==> src/rtl/core/assert_macros.svh <==
// Assertion macros shared by the display refresh RTL.
// Defining NO_ASSERTIONS turns every use into an empty statement.
`ifndef ASSERT_MACROS_SVH
`define ASSERT_MACROS_SVH

`ifndef NO_ASSERTIONS

// Check a property on every rising edge outside reset.
`define ASSERT_CLK(lbl, clk, rst_n, prop, msg) \
  lbl: assert property (@(posedge clk) disable iff (!rst_n) prop) else $error(msg);

// Check that a condition never holds outside reset.
`define ASSERT_NEVER(lbl, clk, rst_n, expr, msg) \
  `ASSERT_CLK(lbl, clk, rst_n, !(expr), msg)

`else

`define ASSERT_CLK(lbl, clk, rst_n, prop, msg)
`define ASSERT_NEVER(lbl, clk, rst_n, expr, msg)

`endif

`endif

==> src/rtl/core/clnr_pkg.sv <==
// Types, constants and helper functions of the character display refresh engine.
// No dependencies; used by clnr_text_store and char_lcd_nibble_refresh.
`timescale 1ns / 1ps

package clnr_pkg;

  // Default store geometry
  localparam int DEF_MAX_COLUMNS = 40;
  localparam int DEF_MAX_ROWS    = 4;

  // Expander byte bit positions
  localparam int BIT_RS = 0;
  localparam int BIT_EN = 2;
  localparam int BIT_BL = 3;

  localparam logic [7:0] CMD_DDRAM = 8'h80;
  localparam logic [7:0] CHAR_SPACE = 8'h20;

  // Register reset values
  localparam logic [5:0]  COLS_RESET  = 6'd16;
  localparam logic [2:0]  ROWS_RESET  = 3'd2;
  localparam logic [15:0] ORDER_RESET = 16'h7710;

  // Nibble phases: three bytes per nibble, high nibble first
  localparam logic [2:0] PH_HI_EN  = 3'd1;
  localparam logic [2:0] PH_LO_FIRST = 3'd3;
  localparam logic [2:0] PH_LO_EN  = 3'd4;
  localparam logic [2:0] PH_LAST   = 3'd5;

  // Configuration register indexes
  typedef enum logic [1:0] {
    CFG_COLUMN_COUNT = 2'd0,
    CFG_ROW_COUNT    = 2'd1,
    CFG_BACKLIGHT    = 2'd2,
    CFG_ROW_ORDER    = 2'd3
  } cfg_idx_t;

  // Text store write request
  typedef struct packed {
    logic       en;
    logic [1:0] row;
    logic [5:0] col;
    logic [7:0] data;
  } store_wr_t;

  // Text store read request
  typedef struct packed {
    logic       en;
    logic [2:0] row;
    logic [5:0] col;
  } store_rd_t;

  // DDRAM start address of each display line
  function automatic logic [7:0] line_base(input logic [1:0] drow);
    logic [7:0] base;
    case (drow)
      2'd0:    base = 8'h00;
      2'd1:    base = 8'h40;
      2'd2:    base = 8'h14;
      default: base = 8'h54;
    endcase
    return base;
  endfunction

endpackage

==> src/rtl/core/char_lcd_nibble_refresh.sv <==
// Channel  | Ports                    | Contents
// in       | in_tvalid/tready/tdata/tuser | tuser: mode; tdata: row, col, char
// out      | out_tvalid/tready/tdata/tlast/tuser | tdata: expander byte
// cfg      | cfg_we/cfg_index/cfg_data | register writes, no read-back
//
// One item per cycle while the output is not stalled; an advance item's byte
// reaches the output through the store read register, then the output register.
// Synchronous active-low reset clears the sequencer, registers and store valid bits.
// A stalled output holds its byte while one more item waits in the read stage.
//
// Top level of the character display refresh engine. Depends on clnr_pkg,
// clnr_text_store and assert_macros.svh.
`timescale 1ns / 1ps
`include "assert_macros.svh"

module char_lcd_nibble_refresh
  import clnr_pkg::*;
#(
  parameter int MAX_COLUMNS = DEF_MAX_COLUMNS,
  parameter int MAX_ROWS    = DEF_MAX_ROWS
) (
  input  logic        clk,
  input  logic        rst_n,
  // Input channel
  input  logic        in_tvalid,
  output logic        in_tready,
  input  logic [15:0] in_tdata,   // [1:0] text_row, [7:2] text_col, [15:8] char_code
  input  logic        in_tuser,   // [0] mode
  // Result channel
  output logic        out_tvalid,
  input  logic        out_tready,
  output logic [7:0]  out_tdata,  // [7:0] out_byte
  output logic        out_tlast,  // end_of_row
  output logic        out_tuser,  // [0] end_of_frame
  // Configuration port
  input  logic        cfg_we,
  input  logic [1:0]  cfg_index,
  input  logic [15:0] cfg_data
);

  // Configuration registers
  logic [5:0]  col_count_r;
  logic [2:0]  row_count_r;
  logic        backlight_r;
  logic [15:0] row_order_r;

  // Sequencer state
  logic [1:0] drow_r, drow_nxt;
  logic [5:0] slot_r, slot_nxt;
  logic [2:0] phase_r, phase_nxt;

  // Read stage
  logic       s1_v_r;
  logic       s1_cmd_r;
  logic [1:0] s1_drow_r;
  logic [2:0] s1_phase_r;
  logic       s1_bl_r;
  logic       s1_eor_r;
  logic       s1_eof_r;

  // Output register
  logic       out_v_r;
  logic [7:0] out_byte_r;
  logic       out_eor_r;
  logic       out_eof_r;

  logic       in_acc, adv_acc, out_ld;
  logic [6:0] cols_eff;
  logic [2:0] rows_eff;
  logic       is_cmd, last_slot, eor, eof;
  logic [2:0] trow;
  logic [5:0] col;
  store_wr_t  st_wr;
  store_rd_t  st_rd;
  logic [7:0] rd_char;
  logic [7:0] val;
  logic [3:0] nib;
  logic       en_bit;
  logic [7:0] byte_nxt;

  // Handshake
  assign out_ld    = s1_v_r && (!out_v_r || out_tready);
  assign in_tready = !s1_v_r || out_ld;
  assign in_acc    = in_tvalid && in_tready;
  assign adv_acc   = in_acc && in_tuser;

  // Configuration writes
  always_ff @(posedge clk) begin
    if (!rst_n) begin
      col_count_r <= COLS_RESET;
      row_count_r <= ROWS_RESET;
      backlight_r <= 1'b0;
      row_order_r <= ORDER_RESET;
    end else if (cfg_we) begin
      case (cfg_idx_t'(cfg_index))
        CFG_COLUMN_COUNT: col_count_r <= cfg_data[5:0];
        CFG_ROW_COUNT:    row_count_r <= cfg_data[2:0];
        CFG_BACKLIGHT:    backlight_r <= cfg_data[0];
        CFG_ROW_ORDER:    row_order_r <= cfg_data;
        default:          ;
      endcase
    end
  end

  // Effective geometry: clamp columns to the store, rows to 1..MAX_ROWS
  always_comb begin
    cols_eff = ({1'b0, col_count_r} > 7'(MAX_COLUMNS)) ? 7'(MAX_COLUMNS)
                                                       : {1'b0, col_count_r};
    if (row_count_r == 3'd0) begin
      rows_eff = 3'd1;
    end else if (row_count_r > 3'(MAX_ROWS)) begin
      rows_eff = 3'(MAX_ROWS);
    end else begin
      rows_eff = row_count_r;
    end
  end

  // Slot decode for the current advance
  always_comb begin
    is_cmd    = (slot_r == 6'd0);
    col       = slot_r - 6'd1;
    trow      = row_order_r[{drow_r, 2'b00} +: 3];
    last_slot = ({1'b0, slot_r} >= cols_eff);
    eor       = (phase_r == PH_LAST) && last_slot;
    eof       = eor && (({1'b0, drow_r} + 3'd1) >= rows_eff);
  end

  // Store requests
  always_comb begin
    st_wr.en   = in_acc && !in_tuser && ({1'b0, in_tdata[7:2]} < cols_eff);
    st_wr.row  = in_tdata[1:0];
    st_wr.col  = in_tdata[7:2];
    st_wr.data = in_tdata[15:8];
    st_rd.en   = adv_acc && !is_cmd;
    st_rd.row  = trow;
    st_rd.col  = col;
  end

  clnr_text_store #(
    .MAX_COLUMNS (MAX_COLUMNS),
    .MAX_ROWS    (MAX_ROWS)
  ) u_store (
    .clk     (clk),
    .rst_n   (rst_n),
    .wr      (st_wr),
    .rd      (st_rd),
    .rd_char (rd_char)
  );

  // Advance phase, slot and display row
  always_comb begin
    drow_nxt  = drow_r;
    slot_nxt  = slot_r;
    phase_nxt = phase_r;
    if (phase_r < PH_LAST) begin
      phase_nxt = phase_r + 3'd1;
    end else begin
      phase_nxt = 3'd0;
      if (!last_slot) begin
        slot_nxt = slot_r + 6'd1;
      end else begin
        slot_nxt = 6'd0;
        drow_nxt = eof ? 2'd0 : drow_r + 2'd1;
      end
    end
  end

  always_ff @(posedge clk) begin
    if (!rst_n) begin
      drow_r  <= 2'd0;
      slot_r  <= 6'd0;
      phase_r <= 3'd0;
    end else if (adv_acc) begin
      drow_r  <= drow_nxt;
      slot_r  <= slot_nxt;
      phase_r <= phase_nxt;
    end
  end

  // Read stage: capture the slot context beside the store read
  always_ff @(posedge clk) begin
    if (!rst_n) begin
      s1_v_r <= 1'b0;
    end else if (adv_acc) begin
      s1_v_r <= 1'b1;
    end else if (out_ld) begin
      s1_v_r <= 1'b0;
    end
  end

  always_ff @(posedge clk) begin
    if (adv_acc) begin
      s1_cmd_r   <= is_cmd;
      s1_drow_r  <= drow_r;
      s1_phase_r <= phase_r;
      s1_bl_r    <= backlight_r;
      s1_eor_r   <= eor;
      s1_eof_r   <= eof;
    end
  end

  // Build the expander byte
  always_comb begin
    val    = s1_cmd_r ? (CMD_DDRAM | line_base(s1_drow_r)) : rd_char;
    nib    = (s1_phase_r < PH_LO_FIRST) ? val[7:4] : val[3:0];
    en_bit = s1_phase_r inside {PH_HI_EN, PH_LO_EN};
    byte_nxt         = {nib, 4'b0000};
    byte_nxt[BIT_BL] = s1_bl_r;
    byte_nxt[BIT_EN] = en_bit;
    byte_nxt[BIT_RS] = !s1_cmd_r;
  end

  // Output register
  always_ff @(posedge clk) begin
    if (!rst_n) begin
      out_v_r <= 1'b0;
    end else if (out_ld) begin
      out_v_r <= 1'b1;
    end else if (out_tready) begin
      out_v_r <= 1'b0;
    end
  end

  always_ff @(posedge clk) begin
    if (out_ld) begin
      out_byte_r <= byte_nxt;
      out_eor_r  <= s1_eor_r;
      out_eof_r  <= s1_eof_r;
    end
  end

  assign out_tvalid = out_v_r;
  assign out_tdata  = out_byte_r;
  assign out_tlast  = out_eor_r;
  assign out_tuser  = out_eof_r;

  // Checks
  `ASSERT_CLK(a_eof_has_eor, clk, rst_n, (out_tvalid && out_tuser) |-> out_tlast, "end of frame without end of row")
  `ASSERT_NEVER(a_phase_range, clk, rst_n, phase_r > PH_LAST, "nibble phase out of range")
  `ASSERT_CLK(a_frame_wrap, clk, rst_n, (adv_acc && eof) |=> (slot_r == 6'd0 && drow_r == 2'd0 && phase_r == 3'd0), "sequencer did not wrap at end of frame")
  `ASSERT_CLK(a_ready_when_empty, clk, rst_n, !s1_v_r |-> in_tready, "input stalled with empty read stage")

endmodule

==> src/rtl/core/clnr_text_store.sv <==
// Text store: MAX_ROWS x MAX_COLUMNS character memory with per-entry valid bits.
// Unwritten or out-of-range entries read as a space. Depends on clnr_pkg.
`timescale 1ns / 1ps

module clnr_text_store
  import clnr_pkg::*;
#(
  parameter int MAX_COLUMNS = DEF_MAX_COLUMNS,
  parameter int MAX_ROWS    = DEF_MAX_ROWS
) (
  input  logic       clk,
  input  logic       rst_n,
  input  store_wr_t  wr,
  input  store_rd_t  rd,
  output logic [7:0] rd_char
);

  localparam int COL_W = $clog2(MAX_COLUMNS);
  localparam int ROW_W = (MAX_ROWS > 1) ? $clog2(MAX_ROWS) : 1;

  logic [7:0] mem [MAX_ROWS][MAX_COLUMNS];
  logic       vld_r [MAX_ROWS][MAX_COLUMNS];
  logic [7:0] rd_mem_r;
  logic       rd_ok_r;

  logic             wr_hit;
  logic             rd_hit;
  logic [ROW_W-1:0] wr_row;
  logic [COL_W-1:0] wr_col;
  logic [ROW_W-1:0] rd_row;
  logic [COL_W-1:0] rd_col;

  // Decode addresses and range checks
  always_comb begin
    wr_row = wr.row[ROW_W-1:0];
    wr_col = wr.col[COL_W-1:0];
    rd_row = rd.row[ROW_W-1:0];
    rd_col = rd.col[COL_W-1:0];
    wr_hit = wr.en && ({1'b0, wr.row} < 3'(MAX_ROWS)) &&
             ({1'b0, wr.col} < 7'(MAX_COLUMNS));
    rd_hit = ({1'b0, rd.row} < 4'(MAX_ROWS)) &&
             ({1'b0, rd.col} < 7'(MAX_COLUMNS));
  end

  // Write port
  always_ff @(posedge clk) begin
    if (wr_hit) begin
      mem[wr_row][wr_col] <= wr.data;
    end
  end

  // Valid bits: cleared by reset so the store reads as spaces
  always_ff @(posedge clk) begin
    if (!rst_n) begin
      for (int r = 0; r < MAX_ROWS; r++) begin
        for (int c = 0; c < MAX_COLUMNS; c++) begin
          vld_r[r][c] <= 1'b0;
        end
      end
    end else if (wr_hit) begin
      vld_r[wr_row][wr_col] <= 1'b1;
    end
  end

  // Registered read port; hold data until the next read
  always_ff @(posedge clk) begin
    if (rd.en) begin
      if (rd_hit) begin
        rd_mem_r <= mem[rd_row][rd_col];
        rd_ok_r  <= vld_r[rd_row][rd_col];
      end else begin
        rd_mem_r <= CHAR_SPACE;
        rd_ok_r  <= 1'b0;
      end
    end
  end

  assign rd_char = rd_ok_r ? rd_mem_r : CHAR_SPACE;

endmodule
==> config.mk <==
export PLATFORM = sky130hd
export DESIGN_NAME = char_lcd_nibble_refresh
export DESIGN_NICKNAME = d
export VERILOG_FILES = /design/src/rtl/core/clnr_pkg.sv /design/src/rtl/core/char_lcd_nibble_refresh.sv /design/src/rtl/core/clnr_text_store.sv
export VERILOG_INCLUDE_DIRS = /design/src /design/src/rtl/core
export SDC_FILE = /design/constraint.sdc
export NUM_CORES = 2
export LEC_CHECK = 0
export ABC_AREA = 1
export BUFFER_PORTS_ARGS = -buffer_cell sky130_fd_sc_hd__buf_4
export CORE_ASPECT_RATIO = 1.75
export CORE_MARGIN = 1
export CORE_UTILIZATION = 40
export CTS_BUF_LIST = sky130_fd_sc_hd__clkbuf_4 sky130_fd_sc_hd__clkbuf_8 sky130_fd_sc_hd__clkbuf_16
export DETAILED_ROUTE_END_ITERATION = 7
export PLACE_DENSITY = 0.66
export SETUP_SLACK_MARGIN = 0.1
export SYNTH_ARGS = -nofsm -noshare
export SYNTH_HDL_FRONTEND = slang
export SYNTH_SLANG_ARGS = --single-unit
==> constraint.sdc <==
create_clock -name clk -period 3.83 [get_ports clk]
set_clock_uncertainty 0.15 [all_clocks]
set_input_delay 0.1915 -clock clk [delete_from_list [all_inputs] [get_ports clk]]
set_output_delay 0.1915 -clock clk [all_outputs]
set_load 0.005 [all_outputs]
==> Word level (Yosys, flattened, before mapping) <==
Memory sizes are Yosys's and may differ from the RTL's.
Index checks and enable logic that the tools add are counted.
{ "totals": {"regBits": 66, "in_bits": 40, "output_inout_bits": 12, "wordCells": 116, "mem_bits_rw": 1440, "mem_count": 2} }
{ "mem_list": {"columns": ["name", "words", "width", "rd", "rd_ports_with_merged_regs", "wr", "line", "text"], "rows": [
  ["u_store.mem", 4, 320, 1, 0, 1, "clnr_text_store.sv:21", "logic [7:0] mem [MAX_ROWS][MAX_COLUMNS];"],
  ["u_store.vld_r", 4, 40, 1, 0, 4, "clnr_text_store.sv:22", "logic vld_r [MAX_ROWS][MAX_COLUMNS];"]
]} }
{ "op_classes": {"n_mux": 32, "reduce_logical": 32, "n_bitwise": 3, "n_eq_ne": 8, "shift": 1, "n_addsub": 5, "magnitude_cmp": 13} }
{ "op_table": {"columns": ["cell", "n"], "rows": [
  ["$mux W320", 1],
  ["$mux W40", 3],
  ["$bmux W8 S6", 1],
  ["$demux W8 S6", 1],
  ["$mux W8", 5],
  ["$reduce_or A40 Y1", 1],
  ["$pmux W7 S3", 1],
  ["$shiftx A16 B5 Y3", 1],
  ["$ge A7 B7 Y1 const B", 2],
  ["$not A6 Y7", 2],
  ["$lt A6 B6 Y1 const B", 2],
  ["$mux W6", 2],
  ["$logic_and A1 B1 Y1", 11],
  ["$mux W1", 10],
  ["$reduce_and A2 Y1", 5],
  ["$mux W3", 3],
  ["$lt A7 B1 Y1 const B", 1],
  ["$add A6 B1 Y6 const B", 1],
  ["$bmux W1 S6", 1],
  ["$demux W1 S6", 1],
  ["$eq A2 B2 Y1 const B", 3],
  ["$eq A3 B3 Y1 const B", 2],
  ["$ge A6 B6 Y1", 1],
  ["$gt A6 B6 Y1 const B", 1],
  ["21 further kinds", 32]
]} }

==> Logic depth before layout (Yosys ltp) <==
{ "logic_depth": {"depth_word": 13, "depth_mapped": 18, "depth_no_buf": 16} }

==> By module <==
A second synthesis with hierarchy kept.
{ "hier_totals": {"cells_unflattened": 5491, "area_unflattened_um2": 61201.2} }
{ "by_module_without_submodules": {"columns": ["mod", "n_inst", "area_per_inst_um2", "seq_area_each_um2", "cells_per_inst"], "rows": [
  ["clnr_text_store", 1, 58524.9, 41910.2, 5164],
  ["char_lcd_nibble_refresh", 1, 2676.3, 1241.2, 327]
]} }

==> Least setup slack after synthesis <==
OpenSTA, ideal clock, no wires.
{ "synth_path": {"path_kind": "register to register", "start": "register col_count_r[0]", "end": "memory u_store.mem[0][248] in the netlist's numbering, enable pin", "arrival_ps": 2506, "slack_ps": 804, "n_path_buf": 0, "stages_incl_launch_ff": 13, "period_less_slack_ps": 3026, "required_ps": 3310, "setup_ps": 370, "cell_sequence": "dfxtp_1 -> nor3_1 -> nor2_1 -> o21ai_1 -> nand2_1 -> ha_1 -> a21oi_1 -> nor2_1 -> a211oi_2 -> nand4_2 -> nor2_1 -> nand3_1 -> nor2_1"} }
{ "synth_via": {"elab_chain_cells": 7} }
{ "synth_lines": {"columns": ["item", "line", "text"], "rows": [
  ["start: declaration", "char_lcd_nibble_refresh.sv:42", "logic [5:0] col_count_r;"],
  ["start signal: assignment", "char_lcd_nibble_refresh.sv:96", "CFG_COLUMN_COUNT: col_count_r <= cfg_data[5:0];"],
  ["$gt A6 B6 Y1", "char_lcd_nibble_refresh.sv:107", "cols_eff = ({1'b0, col_count_r} > 7'(MAX_COLUMNS)) ? 7'(MAX_COLUMNS)"],
  ["$mux W6 *", "char_lcd_nibble_refresh.sv:107", null],
  ["$lt A6 B6 Y1 *", "char_lcd_nibble_refresh.sv:130", "st_wr.en = in_acc && !in_tuser && ({1'b0, in_tdata[7:2]} < cols_eff);"],
  ["$logic_and A1 B1 Y1 *", "char_lcd_nibble_refresh.sv:130", null],
  ["$logic_and A1 B1 Y1 *", "clnr_text_store.sv:39", "wr_hit = wr.en && ({1'b0, wr.row} < 3'(MAX_ROWS)) &&"],
  ["$mux W1 *", "clnr_text_store.sv:47", "if (wr_hit) begin"],
  ["$mux W320 (not written as such) *", "clnr_text_store.sv:48", "mem[wr_row][wr_col] <= wr.data;"],
  ["end: declaration", "clnr_text_store.sv:21", null]
]} }
Every way passes the cells marked *; elsewhere a longest branch is shown, timed or not.

==> Final worst setup path <==
{ "layout_path": {"start": "register col_count_r[0]", "end": "memory u_store.mem[0][95] in the netlist's numbering, enable pin"} }
The elaborated chain is that of the path after synthesis.

==> impl_results.md <==
- Setup WS post-layout: 0.230 ns
- Clock Power Share: 0.392
- Synth cell types: 41
- Pin count of the biggest net entering global routing: 155
- Seq pwr share: 0.557
- Fillers: 14,400
- Cell Pwr Density: 433 nW/µm²
- Final net count: 6,405
- Worst path slowest cell: nor2_2
- Synth Cell Area: 64,900 µm²
- CTS buffer count: 120
- Flops & latches, synth: 1,502
- Critical path class: flip-flop to flip-flop
- Clock transition at the registers of the reported paths: 0.07 ns
- Vias per std cell: 5.42
- Worst min path class: input pin to flip-flop
- # DRC: 0
- Critical Path Fanout Max: 8
- Most frequent CP cell: nor2_1
- Leakage: 27.9 nW
- Initial cell density of the core: 0.403
- Arrival time worst endpoint: 3.88 ns
- Net switching power: 7.02 mW
- Gp weighted congestion: 0.911
- Sequential area share after synthesis: 0.664
- Max-Cap Viols: 0
- Sum Neg Setup Slack: 0 ns
- Port buffer count: 47
- Critical path startpoint category: flip-flop
- Met1 Track Usage GR: 0.252
- First-pass GRT wire length: 274,000 µm
- Critical Path Max Stage Delay: 0.35 ns
- Root buf cell: clkbuf_16
- Dpl cells: 8,343
- Antenna violations before repair: 4
- CTS sink cnt: 1,502
- CTS tree: done
- CP cell instances: nor3_1 > nor2_1 > o21ai_1 > nand2_1 > ha_1 > a21oi_1 > nor2_1 > a211oi_2 > nand4_4 > nor2_2 > buf_4 > nand2_1 > nor2_1 > buf_4
- Initial drt markers: 4,711
- Slew @ Worst Pin: 1.05 ns
- Status: finished clean
- GRT overflow: 0
- Max rail drop VDD: 0.354 mV
- Minimum clock period: 3.60 ns
- RSZ-0062 raised after global routing: false
- Multi-input logic area: 18,100 µm²
- Post-Layout Cell Count: 8,614
- DIE HEIGHT: 535 µm
- Slew Limit Fails: 0
- Synthesized netlist cell count: 6,227
- First-pass DRT Iterations: 6
- Internal Pwr Total: 24.9 mW
- Layout cell share with drive strength beyond 1: 0.0947
- Setup Fix Bufs, Post-CTS: 0
- Most frequent cells in the layout: 1,566 x nand2_1, 1,307 x edfxtp_1, 1,228 x nand3_1
- Worst slack, placed: 0.139 ns
- Post-route ant nets: 0
- # setup viols final: 0
- Avg Cell Area, Syn: 10.4 µm²
- Gr usage total: 0.221
- Vias in the first global route: 44,900
- Core Box Area: 161,000 µm²
- Sw Ratio: 0.220
- Power share of the combinational group: 0.052
- Insertion delay to the later sink of the worst-skew pair: 0.74 ns
- Seq. cell area: 43,200 µm²
- Rel. slew slack: 0.298
- GR peak layer: met2
- DRT Wirelength: 185,000 µm
- Commonest non-fill, non-tap cell in the layout: nand2_1
- CTS H-tree lvls: 3
- Number of core rows: 195
- Area Growth Syn to Fin: 13.7%
- Wire per inst: 21.5 µm
- Die ar.: 164,000 µm²
- DP HPWL: 112,000 µm
- I/O pin count: 52
- Required time of the critical path: 4.11 ns
- Final hold violations: 0
- Die Wd: 307 µm
- Met2 usage: 0.393
- Synthesis warning total: 0
- CP endpoint kind: flip-flop
- Met3 Resource Use GR: 0.0230
- Mapped Nets: 6,284
- Routed via count: 46,700
- Tcrit/Tclk final: 0.940
- Max clock buf depth: 3
- Max frequency: 278 MHz
==> kinds of logic after synthesis <==
group | count (synthesis) | share of synthesized area
flip-flops | 1502 | 0.664
other | 1 | 0.0000577
adder cells (fa/ha/maj) | 17 | 0.00328
AND/OR/NAND/NOR | 3490 | 0.249
AO/OA/AOI/OAI | 272 | 0.0243
multiplexers | 1 | 0.000154
buffers and inverters | 936 | 0.0580
XOR/XNOR | 8 | 0.00108
==> cell usage after synthesis (all sizes together) <==
| library cell | n | area share |
|---|---|---|
| nand2 | 1570 | 0.091 |
| edfxtp | 1307 | 0.60 |
| nand3 | 1230 | 0.095 |
| inv | 500 | 0.029 |
| nand3b | 328 | 0.038 |
| nor2 | 246 | 0.014 |
| buf | 220 | 0.017 |
| clkbuf | 208 | 0.012 |
| dfxtp | 195 | 0.060 |
| o21ai | 141 | 0.011 |
| nand4 | 83 | 0.0081 |
| o211ai | 72 | 0.0083 |
| a21oi | 49 | 0.0038 |
| nor3 | 23 | 0.0018 |
| ha | 17 | 0.0033 |
| clkinv | 8 | 0.00046 |
| or2 | 6 | 0.00058 |
| xor2 | 6 | 0.00081 |
| a22oi | 3 | 0.00035 |
| a211oi | 2 | 0.00031 |
| a21o | 2 | 0.00023 |
| nor4 | 2 | 0.00019 |
| xnor2 | 2 | 0.00027 |
| a21boi | 1 | 0.00012 |
| a31o | 1 | 0.00013 |
| and2 | 1 | 0.000096 |
| and3 | 1 | 0.000096 |
| conb | 1 | 0.000058 |
| mux2i | 1 | 0.00015 |
| o21a | 1 | 0.00012 |
==> per-layer routing <==
| layer | wire [µm] | part of all wire |
|---|---|---|
| met4 | 12400 | 0.067 |
| met2 | 94100 | 0.51 |
| met1 | 67000 | 0.36 |
| met3 | 11600 | 0.062 |
| met5 | 31 | 0.00017 |
==> power by group through the flow <==
stage / sequential, mW / clock (mW) / combinational, mW
floorplan: 18.1 / 0 / 0.762
CTS: 17.8 / 12.7 / 1.64
global placement: 18.1 / 0 / 1.57
detailed placement: 18.1 / 0 / 1.60
finish: 17.8 / 12.5 / 1.66
global route: 17.8 / 13.2 / 1.76
==> sequential cells by signal (all words and copies together), names as in the netlist <==
| name | cells |
|---|---|
| backlight_r | 1 |
| col_count_r | 6 |
| drow_r | 2 |
| out_tdata | 7 |
| out_tlast | 1 |
| out_tuser | 1 |
| out_tvalid | 1 |
| phase_r | 3 |
| row_count_r | 3 |
| row_order_r | 12 |
| s1_bl_r | 1 |
| s1_cmd_r | 1 |
| s1_drow_r | 2 |
| s1_eof_r | 1 |
| s1_eor_r | 1 |
| s1_phase_r | 3 |
| s1_v_r | 1 |
| slot_r | 6 |
| u_store.mem | 1280 |
| u_store.rd_mem_r | 8 |
| u_store.rd_ok_r | 1 |
| u_store.vld_r | 160 |
==> metrics by stage <==
step | utilization | hold WS, ns | total power, mW | instance area [µm²]
after floorplan | - | 0.140 | 18.9 | 64900
after global placement | 0.430 | 0.242 | 19.7 | 69400
after detailed placement | 0.430 | 0.249 | 19.7 | 69400
after CTS | 0.458 | 0.000537 | 32.1 | 73800
after global routing | 0.458 | 0.0846 | 32.7 | 73800
final | 0.458 | 0.0589 | 32.0 | 73800
==> area by class of cell <==
cell class,count,area share
Sequential cell,1502,0.585
Multi-Input combinational cell,3789,0.246
Timing Repair Buffer,427,0.0535
Clock buffer,153,0.0449
Tap cell,2167,0.0367
Inverter,508,0.0262
Clock inverter,65,0.00820
Antenna cell,3,0.000102
==> final timing paths <==
check | from | end | slack, ns | depth (start not counted)
setup / recovery | col_count_r[0]$_SDFFE_PN0P_ | u_store.mem[0][95]$_DFFE_PP_ | 0.23 | 14
hold / removal | in_tdata[4] | u_store.vld_r[0][20]$_DFF_P_ | 0.06 | 7
setup reg to reg | col_count_r[0]$_SDFFE_PN0P_ | u_store.mem[0][95]$_DFFE_PP_ | 0.23 | 14
hold reg to reg | s1_eof_r$_DFFE_PP_ | out_tuser$_DFFE_PP_ | 0.28 | 0
==> critical path, delay by kind of cell (launching register included) <==
kind	cells	cell delay [ns]
simple gates	8	1.48
buf+inv	2	0.46
flops	1	0.34
fa+ha+maj	1	0.19
compound gates	3	0.66
==> what timing repair did <==
item                                    4_1_cts  5_1_grt
resized for setup                             1        2
hold buffers                                 50        0
endpoints found under the setup margin        7      121
hold endpoints to repair                    648        0
Note: power is estimated with default switching activity, not from simulation.
